$ cat src/ipv6_text_address_parser_top_defines.svh
// Assertion macros for the IPv6 text address parser.
// Included by the top level; no other dependencies.
`ifndef IPV6_TEXT_ADDRESS_PARSER_TOP_DEFINES_SVH
`define IPV6_TEXT_ADDRESS_PARSER_TOP_DEFINES_SVH

`ifndef NO_ASSERTIONS
`define IPV6P_ASSERT_IMPLIES(lbl, ante, cons, msg) \
    lbl: assert property (@(posedge aclk) disable iff (!aresetn) (ante) |-> (cons)) \
        else $error(msg);
`define IPV6P_ASSERT_NEXT(lbl, ante, cons, msg) \
    lbl: assert property (@(posedge aclk) disable iff (!aresetn) (ante) |=> (cons)) \
        else $error(msg);
`else
`define IPV6P_ASSERT_IMPLIES(lbl, ante, cons, msg)
`define IPV6P_ASSERT_NEXT(lbl, ante, cons, msg)
`endif

`endif

$ cat src/ipv6p_pkg.sv
// Shared types and constants for the IPv6 text address parser.
// No dependencies.
package ipv6p_pkg;

    localparam int GROUPS  = 8;
    localparam int GROUP_W = 16;
    localparam int HALF_W  = 64;

    typedef logic [GROUP_W-1:0] group_t;

    typedef struct packed {
        logic              ok;
        logic [HALF_W-1:0] addr_high;
        logic [HALF_W-1:0] addr_low;
    } ipv6p_result_t;

endpackage

$ cat src/ipv6p_core.sv
// Per-character parse state and address slot registers for the IPv6 parser.
// Depends on ipv6p_pkg.
module ipv6p_core
    import ipv6p_pkg::*;
(
    input  logic          aclk,
    input  logic          aresetn,
    input  logic          step,
    input  logic [7:0]    ch,
    input  logic          end_mark,
    output ipv6p_result_t result
);

    localparam logic [2:0] PH_START       = 3'd0;
    localparam logic [2:0] PH_LEAD_COLON  = 3'd1;
    localparam logic [2:0] PH_IN_GROUP    = 3'd2;
    localparam logic [2:0] PH_AFTER_COLON = 3'd3;
    localparam logic [2:0] PH_AFTER_GAP   = 3'd4;

    localparam logic [7:0] CH_COLON = 8'h3A;
    localparam logic [3:0] FULL_GROUPS = 4'(GROUPS);
    localparam logic [2:0] MAX_DIGITS = 3'd4;

    // bit 4: is a hex digit, bits 3:0: digit value
    function automatic logic [4:0] hex_class(input logic [7:0] c);
        logic [4:0] r;
        r = 5'd0;
        if (c >= 8'h30 && c <= 8'h39)      r = {1'b1, 4'(c - 8'h30)};
        else if (c >= 8'h61 && c <= 8'h66) r = {1'b1, 4'(c - 8'h57)};
        else if (c >= 8'h41 && c <= 8'h46) r = {1'b1, 4'(c - 8'h37)};
        return r;
    endfunction

    logic [2:0] phase_reg, phase_next;
    logic [3:0] group_count_reg, group_count_next;
    logic [3:0] gap_at_reg, gap_at_next;
    logic       gap_seen_reg, gap_seen_next;
    group_t     group_value_reg, group_value_next;
    logic [2:0] digit_count_reg, digit_count_next;
    logic       failed_reg, failed_next;
    group_t     slot_reg [GROUPS];
    group_t     slot_next [GROUPS];
    group_t     shift_src [GROUPS];

    logic [4:0] hc;
    logic       is_digit, is_colon;
    logic [3:0] digit;
    logic       do_close, close_fail, clear_gap;
    logic [3:0] gap_pos;
    logic [3:0] final_count;
    logic       ok;

    assign hc       = hex_class(ch);
    assign is_digit = hc[4];
    assign digit    = hc[3:0];
    assign is_colon = (ch == CH_COLON);
    assign close_fail = (group_count_reg >= FULL_GROUPS);

    always_comb begin
        phase_next       = phase_reg;
        group_count_next = group_count_reg;
        gap_at_next      = gap_at_reg;
        gap_seen_next    = gap_seen_reg;
        group_value_next = group_value_reg;
        digit_count_next = digit_count_reg;
        failed_next      = failed_reg;
        do_close         = 1'b0;
        clear_gap        = 1'b0;
        gap_pos          = 4'd0;
        final_count      = group_count_reg;
        ok               = 1'b0;

        if (end_mark) begin
            if (!failed_reg) begin
                unique case (phase_reg)
                    PH_IN_GROUP: begin
                        do_close    = 1'b1;
                        final_count = group_count_reg + 4'd1;
                        if (!close_fail) begin
                            ok = gap_seen_reg ? (final_count < FULL_GROUPS)
                                              : (final_count == FULL_GROUPS);
                        end
                    end
                    PH_AFTER_GAP: begin
                        ok = gap_seen_reg ? (final_count < FULL_GROUPS)
                                          : (final_count == FULL_GROUPS);
                    end
                    default: ok = 1'b0;
                endcase
            end
            // start a fresh text
            phase_next       = PH_START;
            group_count_next = 4'd0;
            gap_at_next      = 4'd0;
            gap_seen_next    = 1'b0;
            group_value_next = '0;
            digit_count_next = 3'd0;
            failed_next      = 1'b0;
        end else if (!failed_reg) begin
            unique case (phase_reg)
                PH_START: begin
                    if (is_colon) begin
                        phase_next = PH_LEAD_COLON;
                    end else if (is_digit) begin
                        group_value_next = {12'd0, digit};
                        digit_count_next = 3'd1;
                        phase_next       = PH_IN_GROUP;
                    end else begin
                        failed_next = 1'b1;
                    end
                end
                PH_LEAD_COLON: begin
                    if (is_colon) begin
                        gap_seen_next = 1'b1;
                        gap_at_next   = 4'd0;
                        gap_pos       = 4'd0;
                        clear_gap     = 1'b1;
                        phase_next    = PH_AFTER_GAP;
                    end else begin
                        failed_next = 1'b1;
                    end
                end
                PH_IN_GROUP: begin
                    if (is_digit) begin
                        if (digit_count_reg >= MAX_DIGITS) begin
                            failed_next = 1'b1;
                        end else begin
                            group_value_next = {group_value_reg[11:0], digit};
                            digit_count_next = digit_count_reg + 3'd1;
                        end
                    end else begin
                        do_close = 1'b1;
                        if (close_fail || !is_colon) begin
                            failed_next = 1'b1;
                        end else begin
                            group_count_next = group_count_reg + 4'd1;
                            group_value_next = '0;
                            digit_count_next = 3'd0;
                            phase_next       = PH_AFTER_COLON;
                        end
                    end
                end
                PH_AFTER_COLON: begin
                    if (is_colon) begin
                        if (gap_seen_reg) begin
                            failed_next = 1'b1;
                        end else begin
                            gap_seen_next = 1'b1;
                            gap_at_next   = group_count_reg;
                            gap_pos       = group_count_reg;
                            clear_gap     = 1'b1;
                            phase_next    = PH_AFTER_GAP;
                        end
                    end else if (is_digit) begin
                        group_value_next = {12'd0, digit};
                        digit_count_next = 3'd1;
                        phase_next       = PH_IN_GROUP;
                    end else begin
                        failed_next = 1'b1;
                    end
                end
                PH_AFTER_GAP: begin
                    if (is_digit) begin
                        group_value_next = {12'd0, digit};
                        digit_count_next = 3'd1;
                        phase_next       = PH_IN_GROUP;
                    end else begin
                        failed_next = 1'b1;
                    end
                end
                default: failed_next = 1'b1;
            endcase
        end
    end

    // Groups after the gap enter at the last slot and push earlier ones up,
    // so the zero run left by the gap shrinks from its top end.
    always_comb begin
        for (int i = 0; i < GROUPS - 1; i++) begin
            shift_src[i] = slot_reg[i + 1];
        end
        shift_src[GROUPS-1] = group_value_reg;
        for (int i = 0; i < GROUPS; i++) begin
            slot_next[i] = slot_reg[i];
            if (clear_gap && (4'(i) >= gap_pos)) begin
                slot_next[i] = '0;
            end else if (do_close && !close_fail) begin
                if (gap_seen_reg) begin
                    if (4'(i) >= gap_at_reg) slot_next[i] = shift_src[i];
                end else if (4'(i) == group_count_reg) begin
                    slot_next[i] = group_value_reg;
                end
            end
        end
    end

    always_comb begin
        result.ok        = ok;
        result.addr_high = '0;
        result.addr_low  = '0;
        if (ok) begin
            result.addr_high = {slot_next[0], slot_next[1], slot_next[2], slot_next[3]};
            result.addr_low  = {slot_next[4], slot_next[5], slot_next[6], slot_next[7]};
        end
    end

    always_ff @(posedge aclk) begin
        if (!aresetn) begin
            phase_reg       <= PH_START;
            group_count_reg <= 4'd0;
            gap_at_reg      <= 4'd0;
            gap_seen_reg    <= 1'b0;
            group_value_reg <= '0;
            digit_count_reg <= 3'd0;
            failed_reg      <= 1'b0;
        end else if (step) begin
            phase_reg       <= phase_next;
            group_count_reg <= group_count_next;
            gap_at_reg      <= gap_at_next;
            gap_seen_reg    <= gap_seen_next;
            group_value_reg <= group_value_next;
            digit_count_reg <= digit_count_next;
            failed_reg      <= failed_next;
        end
    end

    always_ff @(posedge aclk) begin
        if (step) begin
            for (int i = 0; i < GROUPS; i++) begin
                slot_reg[i] <= slot_next[i];
            end
        end
    end

endmodule

$ cat src/ipv6p_out_stage.sv
// Result register of the IPv6 parser: holds one result until taken.
// Depends on ipv6p_pkg.
module ipv6p_out_stage
    import ipv6p_pkg::*;
(
    input  logic          aclk,
    input  logic          aresetn,
    input  logic          load,
    input  ipv6p_result_t result,
    input  logic          m_ready,
    output logic          m_valid,
    output ipv6p_result_t m_result
);

    logic          valid_reg, valid_next;
    ipv6p_result_t data_reg;

    always_comb begin
        valid_next = valid_reg;
        if (load)         valid_next = 1'b1;
        else if (m_ready) valid_next = 1'b0;
    end

    always_ff @(posedge aclk) begin
        if (!aresetn) valid_reg <= 1'b0;
        else          valid_reg <= valid_next;
    end

    always_ff @(posedge aclk) begin
        if (load) data_reg <= result;
    end

    assign m_valid  = valid_reg;
    assign m_result = data_reg;

endmodule

$ cat src/ipv6_text_address_parser_top.sv
// IPv6 text address parser, one character per request; one result per end mark.
// Timing: a character is registered, then parsed when it advances from the input register;
// m_tvalid is set from the result register once the end mark has been parsed.
// Throughput: one character per cycle while no end mark waits; an end mark waits while an untaken result is held.
// Reset: aresetn synchronous active low; clears parse state and both valid flags.
`include "ipv6_text_address_parser_top_defines.svh"

module ipv6_text_address_parser_top
    import ipv6p_pkg::*;
(
    input  logic         aclk,
    input  logic         aresetn,
    input  logic         s_tvalid,
    output logic         s_tready,
    input  logic [7:0]   s_tdata,   // [7:0] ch
    input  logic         s_tlast,   // end_mark
    output logic         m_tvalid,
    input  logic         m_tready,
    output logic [127:0] m_tdata,   // [63:0] addr_high, [127:64] addr_low
    output logic [0:0]   m_tuser    // [0] ok
);

    logic          in_valid_reg, in_valid_next;
    logic [7:0]    in_ch_reg;
    logic          in_last_reg;
    logic          core_step;
    logic          out_load;
    ipv6p_result_t core_result;
    ipv6p_result_t out_result;

    // An end item may only advance when the result register can take it.
    assign core_step = in_valid_reg && (!in_last_reg || !m_tvalid || m_tready);
    assign out_load  = core_step && in_last_reg;
    assign s_tready  = !in_valid_reg || core_step;

    always_comb begin
        in_valid_next = in_valid_reg;
        if (s_tvalid && s_tready) in_valid_next = 1'b1;
        else if (core_step)       in_valid_next = 1'b0;
    end

    always_ff @(posedge aclk) begin
        if (!aresetn) in_valid_reg <= 1'b0;
        else          in_valid_reg <= in_valid_next;
    end

    always_ff @(posedge aclk) begin
        if (s_tvalid && s_tready) begin
            in_ch_reg   <= s_tdata;
            in_last_reg <= s_tlast;
        end
    end

    ipv6p_core u_core (
        .aclk     (aclk),
        .aresetn  (aresetn),
        .step     (core_step),
        .ch       (in_ch_reg),
        .end_mark (in_last_reg),
        .result   (core_result)
    );

    ipv6p_out_stage u_out (
        .aclk     (aclk),
        .aresetn  (aresetn),
        .load     (out_load),
        .result   (core_result),
        .m_ready  (m_tready),
        .m_valid  (m_tvalid),
        .m_result (out_result)
    );

    assign m_tdata = {out_result.addr_low, out_result.addr_high};
    assign m_tuser = out_result.ok;

    `IPV6P_ASSERT_IMPLIES(a_fail_zero, m_tvalid && !m_tuser[0], m_tdata == '0, "failed with address")
    `IPV6P_ASSERT_IMPLIES(a_no_overrun, out_load && m_tvalid, m_tready, "result overwritten")
    `IPV6P_ASSERT_NEXT(a_result_follows, out_load, m_tvalid, "end item produced no result")
    `IPV6P_ASSERT_IMPLIES(a_empty_ready, !in_valid_reg, s_tready, "empty input refuses request")

endmodule
$ cat config.mk
export PLATFORM = sky130hd
export DESIGN_NAME = ipv6_text_address_parser_top
export DESIGN_NICKNAME = d
export VERILOG_FILES = /design/src/ipv6p_pkg.sv /design/src/ipv6p_core.sv /design/src/ipv6p_out_stage.sv /design/src/ipv6_text_address_parser_top.sv
export VERILOG_INCLUDE_DIRS = /design/src /design/src/src
export SDC_FILE = /design/constraint.sdc
export NUM_CORES = 1
export LEC_CHECK = 0
export ABC_AREA = 1
export CORE_MARGIN = 5
export CORE_UTILIZATION = 52
export DETAILED_ROUTE_END_ITERATION = 6
export DONT_BUFFER_PORTS = 1
export PLACE_DENSITY = 0.7
export SLEW_MARGIN = 0
export SYNTH_ARGS = -nofsm -noshare
export SYNTH_HDL_FRONTEND = slang
export SYNTH_SLANG_ARGS = --single-unit
$ cat constraint.sdc
create_clock -name aclk -period 5.66 [get_ports aclk]
set_clock_uncertainty 0.15 [all_clocks]
set_input_delay 1.132 -clock aclk [delete_from_list [all_inputs] [get_ports aclk]]
set_output_delay 1.132 -clock aclk [all_outputs]
set_load 0.05 [all_outputs]
**After elaboration in Yosys (flattened, before gate mapping)**

Memories as Yosys holds them, arrays and structs flattened.
Cells that the tools add are included.

- Flip-flop bits (word level): 172
- RAM bits: 128
- Bits of input ports: 13
- Output and inout bits: 131
- Word-level logic and storage cells: 236
- Memories: 1

Memory list:

| memory | words | bits a word | rd ports | clocked after memory_dff | write ports | line | text |
|---|---|---|---|---|---|---|---|
| u_core.slot_reg | 8 | 16 | 8 | 0 | 8 | ipv6p_core.sv:41 | `group_t slot_reg [GROUPS];` |

- Add/sub/neg operators: 5
- Magnitude comparators: 26
- Equality and inequality tests: 26
- Mux-type cells: 123
- Reductions and logical operators: 41

Operators with widths:

| cell | count |
|---|---|
| 16-bit two-way mux | 47 |
| 4-bit two-way mux | 15 |
| 3-bit two-way mux | 16 |
| 16-bit one-hot mux with 3 select lines | 1 |
| 1-bit two-way mux | 35 |
| 3-bit by 4-bit >= comparator with 1-bit output, first input constant | 8 |
| 3-bit by 4-bit equality test with 1-bit output, first input constant | 4 |
| 1-bit by 4-bit >= comparator with 1-bit output, first input constant | 4 |
| 2-bit by 4-bit >= comparator with 1-bit output, first input constant | 4 |
| 8-bit by 7-bit >= comparator with 1-bit output, second input constant | 2 |
| 8-bit by 7-bit <= comparator with 1-bit output, second input constant | 2 |
| 1-bit logical AND | 15 |
| 5-bit two-way mux | 3 |
| 3-bit one-hot mux with 5 select lines | 1 |
| 3-bit inequality test, second input constant | 4 |
| 6-bit AND reduction | 2 |
| 2-bit nonzero test | 5 |
| 3-bit one-hot mux with 3 select lines | 1 |
| 2-bit by 4-bit equality test with 1-bit output, first input constant | 2 |
| 4-bit equality test, second input constant | 2 |
| 8-bit by 6-bit equality test with 1-bit output, second input constant | 1 |
| 8-bit by 6-bit >= comparator with 1-bit output, second input constant | 1 |
| 8-bit by 6-bit <= comparator with 1-bit output, second input constant | 1 |
| 4-bit less-than comparator, second input constant | 2 |
| other kinds (28) | 43 |

**Longest topological paths before layout**

- Word-level depth: 12
- Gate-level depth with buffers: 15
- Depth with buffers taken out: 13

**Cells and area by module**

A second synthesis with hierarchy kept.

- Cells, all modules: 2038
- Area total of the unflattened synthesis: 17067.6 sq um

By module, submodules not included:

| module | times used | cells each | area each (sq um) |
|---|---|---|---|
| ipv6p_core | 1 | 1882 | 12798.5 |
| ipv6p_out_stage | 1 | 135 | 3917.5 |
| ipv6_text_address_parser_top | 1 | 21 | 351.6 |

**Worst setup path after synthesis**

No wires, ideal clock.

- Path kind: input to register
- Start point: input m_tready
- End point: register u_core.group_value_reg[4]
- Setup time: 0.112 ns
- Data arrival time: 5.437 ns
- Data required time: 5.398 ns
- Slack: -0.039 ns
- Cell stages on the path: 12
- Path buffers: 1
- Cell sequence: nor2_1 -> nand2_1 -> nand2_1 -> inv_2 -> nand2_2 -> inv_2 -> nor2_1 -> a21oi_4 -> buf_2 -> nand3_1 -> nand2_1 -> nor2_1

- Cells in the longest elaborated chain, start to end: 3

RTL lines:

| item | line | text |
|---|---|---|
| start: declaration | ipv6_text_address_parser_top.sv:18 | `input logic m_tready,` |
| 1-bit logical OR | ipv6_text_address_parser_top.sv:32 | `assign core_step = in_valid_reg && (!in_last_reg \|\| !m_tvalid \|\| m_tready);` |
| 1-bit logical AND | ipv6_text_address_parser_top.sv:32 |  |
| net core_step | ipv6_text_address_parser_top.sv:26 | `logic core_step;` |
| 6-bit AND reduction (no source line) | n/a |  |
| end signal: assignment | ipv6p_core.sv:221 | `group_value_reg <= group_value_next;` |
| end: declaration | ipv6p_core.sv:38 | `group_t group_value_reg, group_value_next;` |

The timed path passes the listed nets, and every way through them passes these cells.
A chain may end at the register's enable or synchronous reset.

**Final worst setup path**

- Start point: register u_core.gap_at_reg[3]
- End point: register u_out.data_reg, in the netlist u_out.m_result[122], data pin

- Cells in the longest elaborated chain, start to end: 5

RTL lines:

| item | line | text |
|---|---|---|
| start: declaration | ipv6p_core.sv:36 | `logic [3:0] gap_at_reg, gap_at_next;` |
| start signal: assignment | ipv6p_core.sv:219 | `gap_at_reg <= gap_at_next;` |
| 1-bit by 4-bit >= comparator with 1-bit output | ipv6p_core.sv:189 | `if (4'(i) >= gap_at_reg) slot_next[i] = shift_src[i];` |
| 16-bit two-way mux | ipv6p_core.sv:189 |  |
| 16-bit two-way mux | ipv6p_core.sv:188 | `if (gap_seen_reg) begin` |
| 16-bit two-way mux | ipv6p_core.sv:187 | `end else if (do_close && !close_fail) begin` |
| 16-bit two-way mux | ipv6p_core.sv:185 | `if (clear_gap && (4'(i) >= gap_pos)) begin` |
| end signal: assignment | ipv6p_out_stage.sv:30 | `if (load) data_reg <= result;` |
| end: declaration | ipv6p_out_stage.sv:16 | `ipv6p_result_t data_reg;` |

Every way passes these cells.

==> flow_summary.toml <==
[route]
drc_errors = 0
vias = 15404
routed_wl_um = 52200
vias_per_cell = 5.98
ant_nets = 0
dr.pass1.iters = 5
wire_per_inst_um = 20.2
drt_iter0_drc = 1943

[global_route]
grt.total_usage_pct = 26.2
antenna_found_initial = 2
grt_max_degree = 131
grt_pass1_vias = 14023
grt_pass1_wl_um = 80000
grt_overflow = 0

[layout]
area_growth_pct = 6.87
drive_above_1_share_pct = 8.31
largest_reg_flops = 129
nNetsFinal = 2126

[worst_setup_path]
endpoint_kind = "flip-flop"
crit_chain = "nor2_4 > nand2_1 > nor2_2 > buf_4 > o211ai_1 > nand2_1 > nand3_1 > nand3_1 > nor2_1"
cp_slowest_cell = "nor2_2"
critPathMaxFanout = 35
crit_type = "reg2reg"
critPathMaxStageDelay_ps = 720
crit_required_ps = 5750
start_kind = "flip-flop"
crit_arrival_ps = 3830

[synthesis]
yosysWarnings = 0
synth.top_cell.area_share_pct = 45.1
synth_cell_types = 36
yosys.area.top_type = "edfxtp_1"
avgSynthCellArea_um2 = 8.06
synth.most_common_cell = "nand2_1"
ys_async_sr_fraction_pct = 0
yosys-top-cells-count = "nand2_1 (385), edfxtp_1 (266), o21ai_0 (264)"
synthTopCellsByArea = "edfxtp_1 (45%), nand2_1 (8.2%), o21ai_0 (7.5%), inv_1 (5.5%), nor2_1 (5.4%)"
syn_nets = 2222
syn-cell-area_um2 = 17700
ys_seq_area_share_pct = 48.9
ys.flop_type = "edfxtp_1"
syn_inst = 2199
ys_ff_latch = 300
synth_edf_count = 266

[clock_tree]
clock-root-buffer = "clkbuf_16"
postCtsSetupRepairBufs = 0
tritoncts = "done"
cts_num_sinks = 300
cts_buffers = 34
cts_hold_buf = 0
clk_latency_ps = 520
htree_levels = 2
path_clk_slew_ps = 60
cts_resized = 0
clock_path_buffers = 3

[timing]
slew_headroom_pct = 17.0
rsz0062_at_grt = "no"
fmax_ghz = 0.267
fin_crit_sh_pct = 66.1
drv_slew = 0
setup_viol = 0
hold_violations = 0
fin_setup_tns_ps = 0
worst-slew-pin-transition_ps = 1240
period_minus_slack_ps = 3740

[power]
peakVddDrop_mv = 0.184
leakage_uw = 0.00780
p_total_uw = 5410
power_density_nw_per_um2 = 286

[place]
io_buffers = 0
post-dp-hpwl_um = 32200
routabilityCongestion = 0.892

[floorplanning]
boundaryPins = 144
dieArea_um2 = 37900
core_um2 = 33600
fp-row-count = 67
fp.dieH_um = 195
dieWidth_um = 195
start_util_pct = 52.7

[worst_hold_path]
hold_class = "reg2reg"

[run_status]
outcome = "complete, no violations"

[run]
drv_cap = 0
-- per-layer routing --
| layer | track usage (%) | up-vias | wire length, um |
|---|---|---|---|
| li1 | - | 7216 | - |
| met1 | 37.1 | 7227 | 21600 |
| met2 | 40.3 | 853 | 23400 |
| met3 | 5.02 | 108 | 5200 |
| met4 | 9.45 | 0 | 2030 |
| met5 | 0 | - | 0 |
-- stage by stage --
stage                     area [um^2]  worst slack [ps]  utilization, %  hold WS [ps]  std cells
after floorplan                 17700               529               -           295       2199
final                           18900              1920            56.3           345       2578
after global routing            18900              1600            56.3           377       2578
after detailed placement        17700              2020            52.7           333       2515
after global placement          17700              2110            52.7           309       2515
after CTS                       18900              2020            56.3           344       2577
-- worst paths after layout --
path                        startpoint  cells past startpoint  slack, ps                         to
max               u_core.gap_at_reg[3]                      9       1920        u_out.m_result[122]
max reg2reg       u_core.gap_at_reg[3]                      9       1920        u_out.m_result[122]
min          u_core.digit_count_reg[1]                      2        350  u_core.digit_count_reg[1]
min reg2reg  u_core.digit_count_reg[1]                      2        350  u_core.digit_count_reg[1]
-- area by class of cell --
cell class / count / area [um^2]
antenna: 1 / 2.50
clock buffer: 43 / 1000
clock inverter: 19 / 206
fill: 3012 / 14700
inverter: 279 / 1050
multi-input combinational: 1472 / 7300
sequential: 300 / 8670
tap: 448 / 561
timing repair buffer: 16 / 145
-- logic make-up after synthesis --
kind of cell / after synthesis / share of synthesized area [%]
simple gates: 936 / 24.0
compound gates: 523 / 16.2
buf+inv: 427 / 10.0
flops: 300 / 48.9
fa+ha+maj: 10 / 0.706
xor+xnor: 3 / 0.148
-- cells in the final DEF (no fill, tap or decap), drive strengths merged, types with 3 or more instances in the layout --
cell type,netlist,routed
nand2,401,401
inv,278,279
o21ai,275,275
edfxtp,266,266
nor2,264,264
nand3,210,210
a21oi,168,168
o211ai,77,77
nor3,51,51
clkbuf,68,43
dfxtp,34,34
buf,80,16
clkinv,1,11
ha,10,10
nand4,8,8
bufinv,0,4
clkinvlp,0,4
xor2,3,3
-- where the power goes --
part,total [uW],internal (uW),switching [uW]
clock network,2360,1440,922
registers,2630,2490,139
logic,412,106,306
-- worst max-delay path: cells and delay by family, from the launching register on --
kind / cells / cell delay, ps
simple gates: 7 / 2320
flops: 1 / 550
buf+inv: 1 / 330
compound gates: 1 / 100
(Power assumes the default switching activity.)
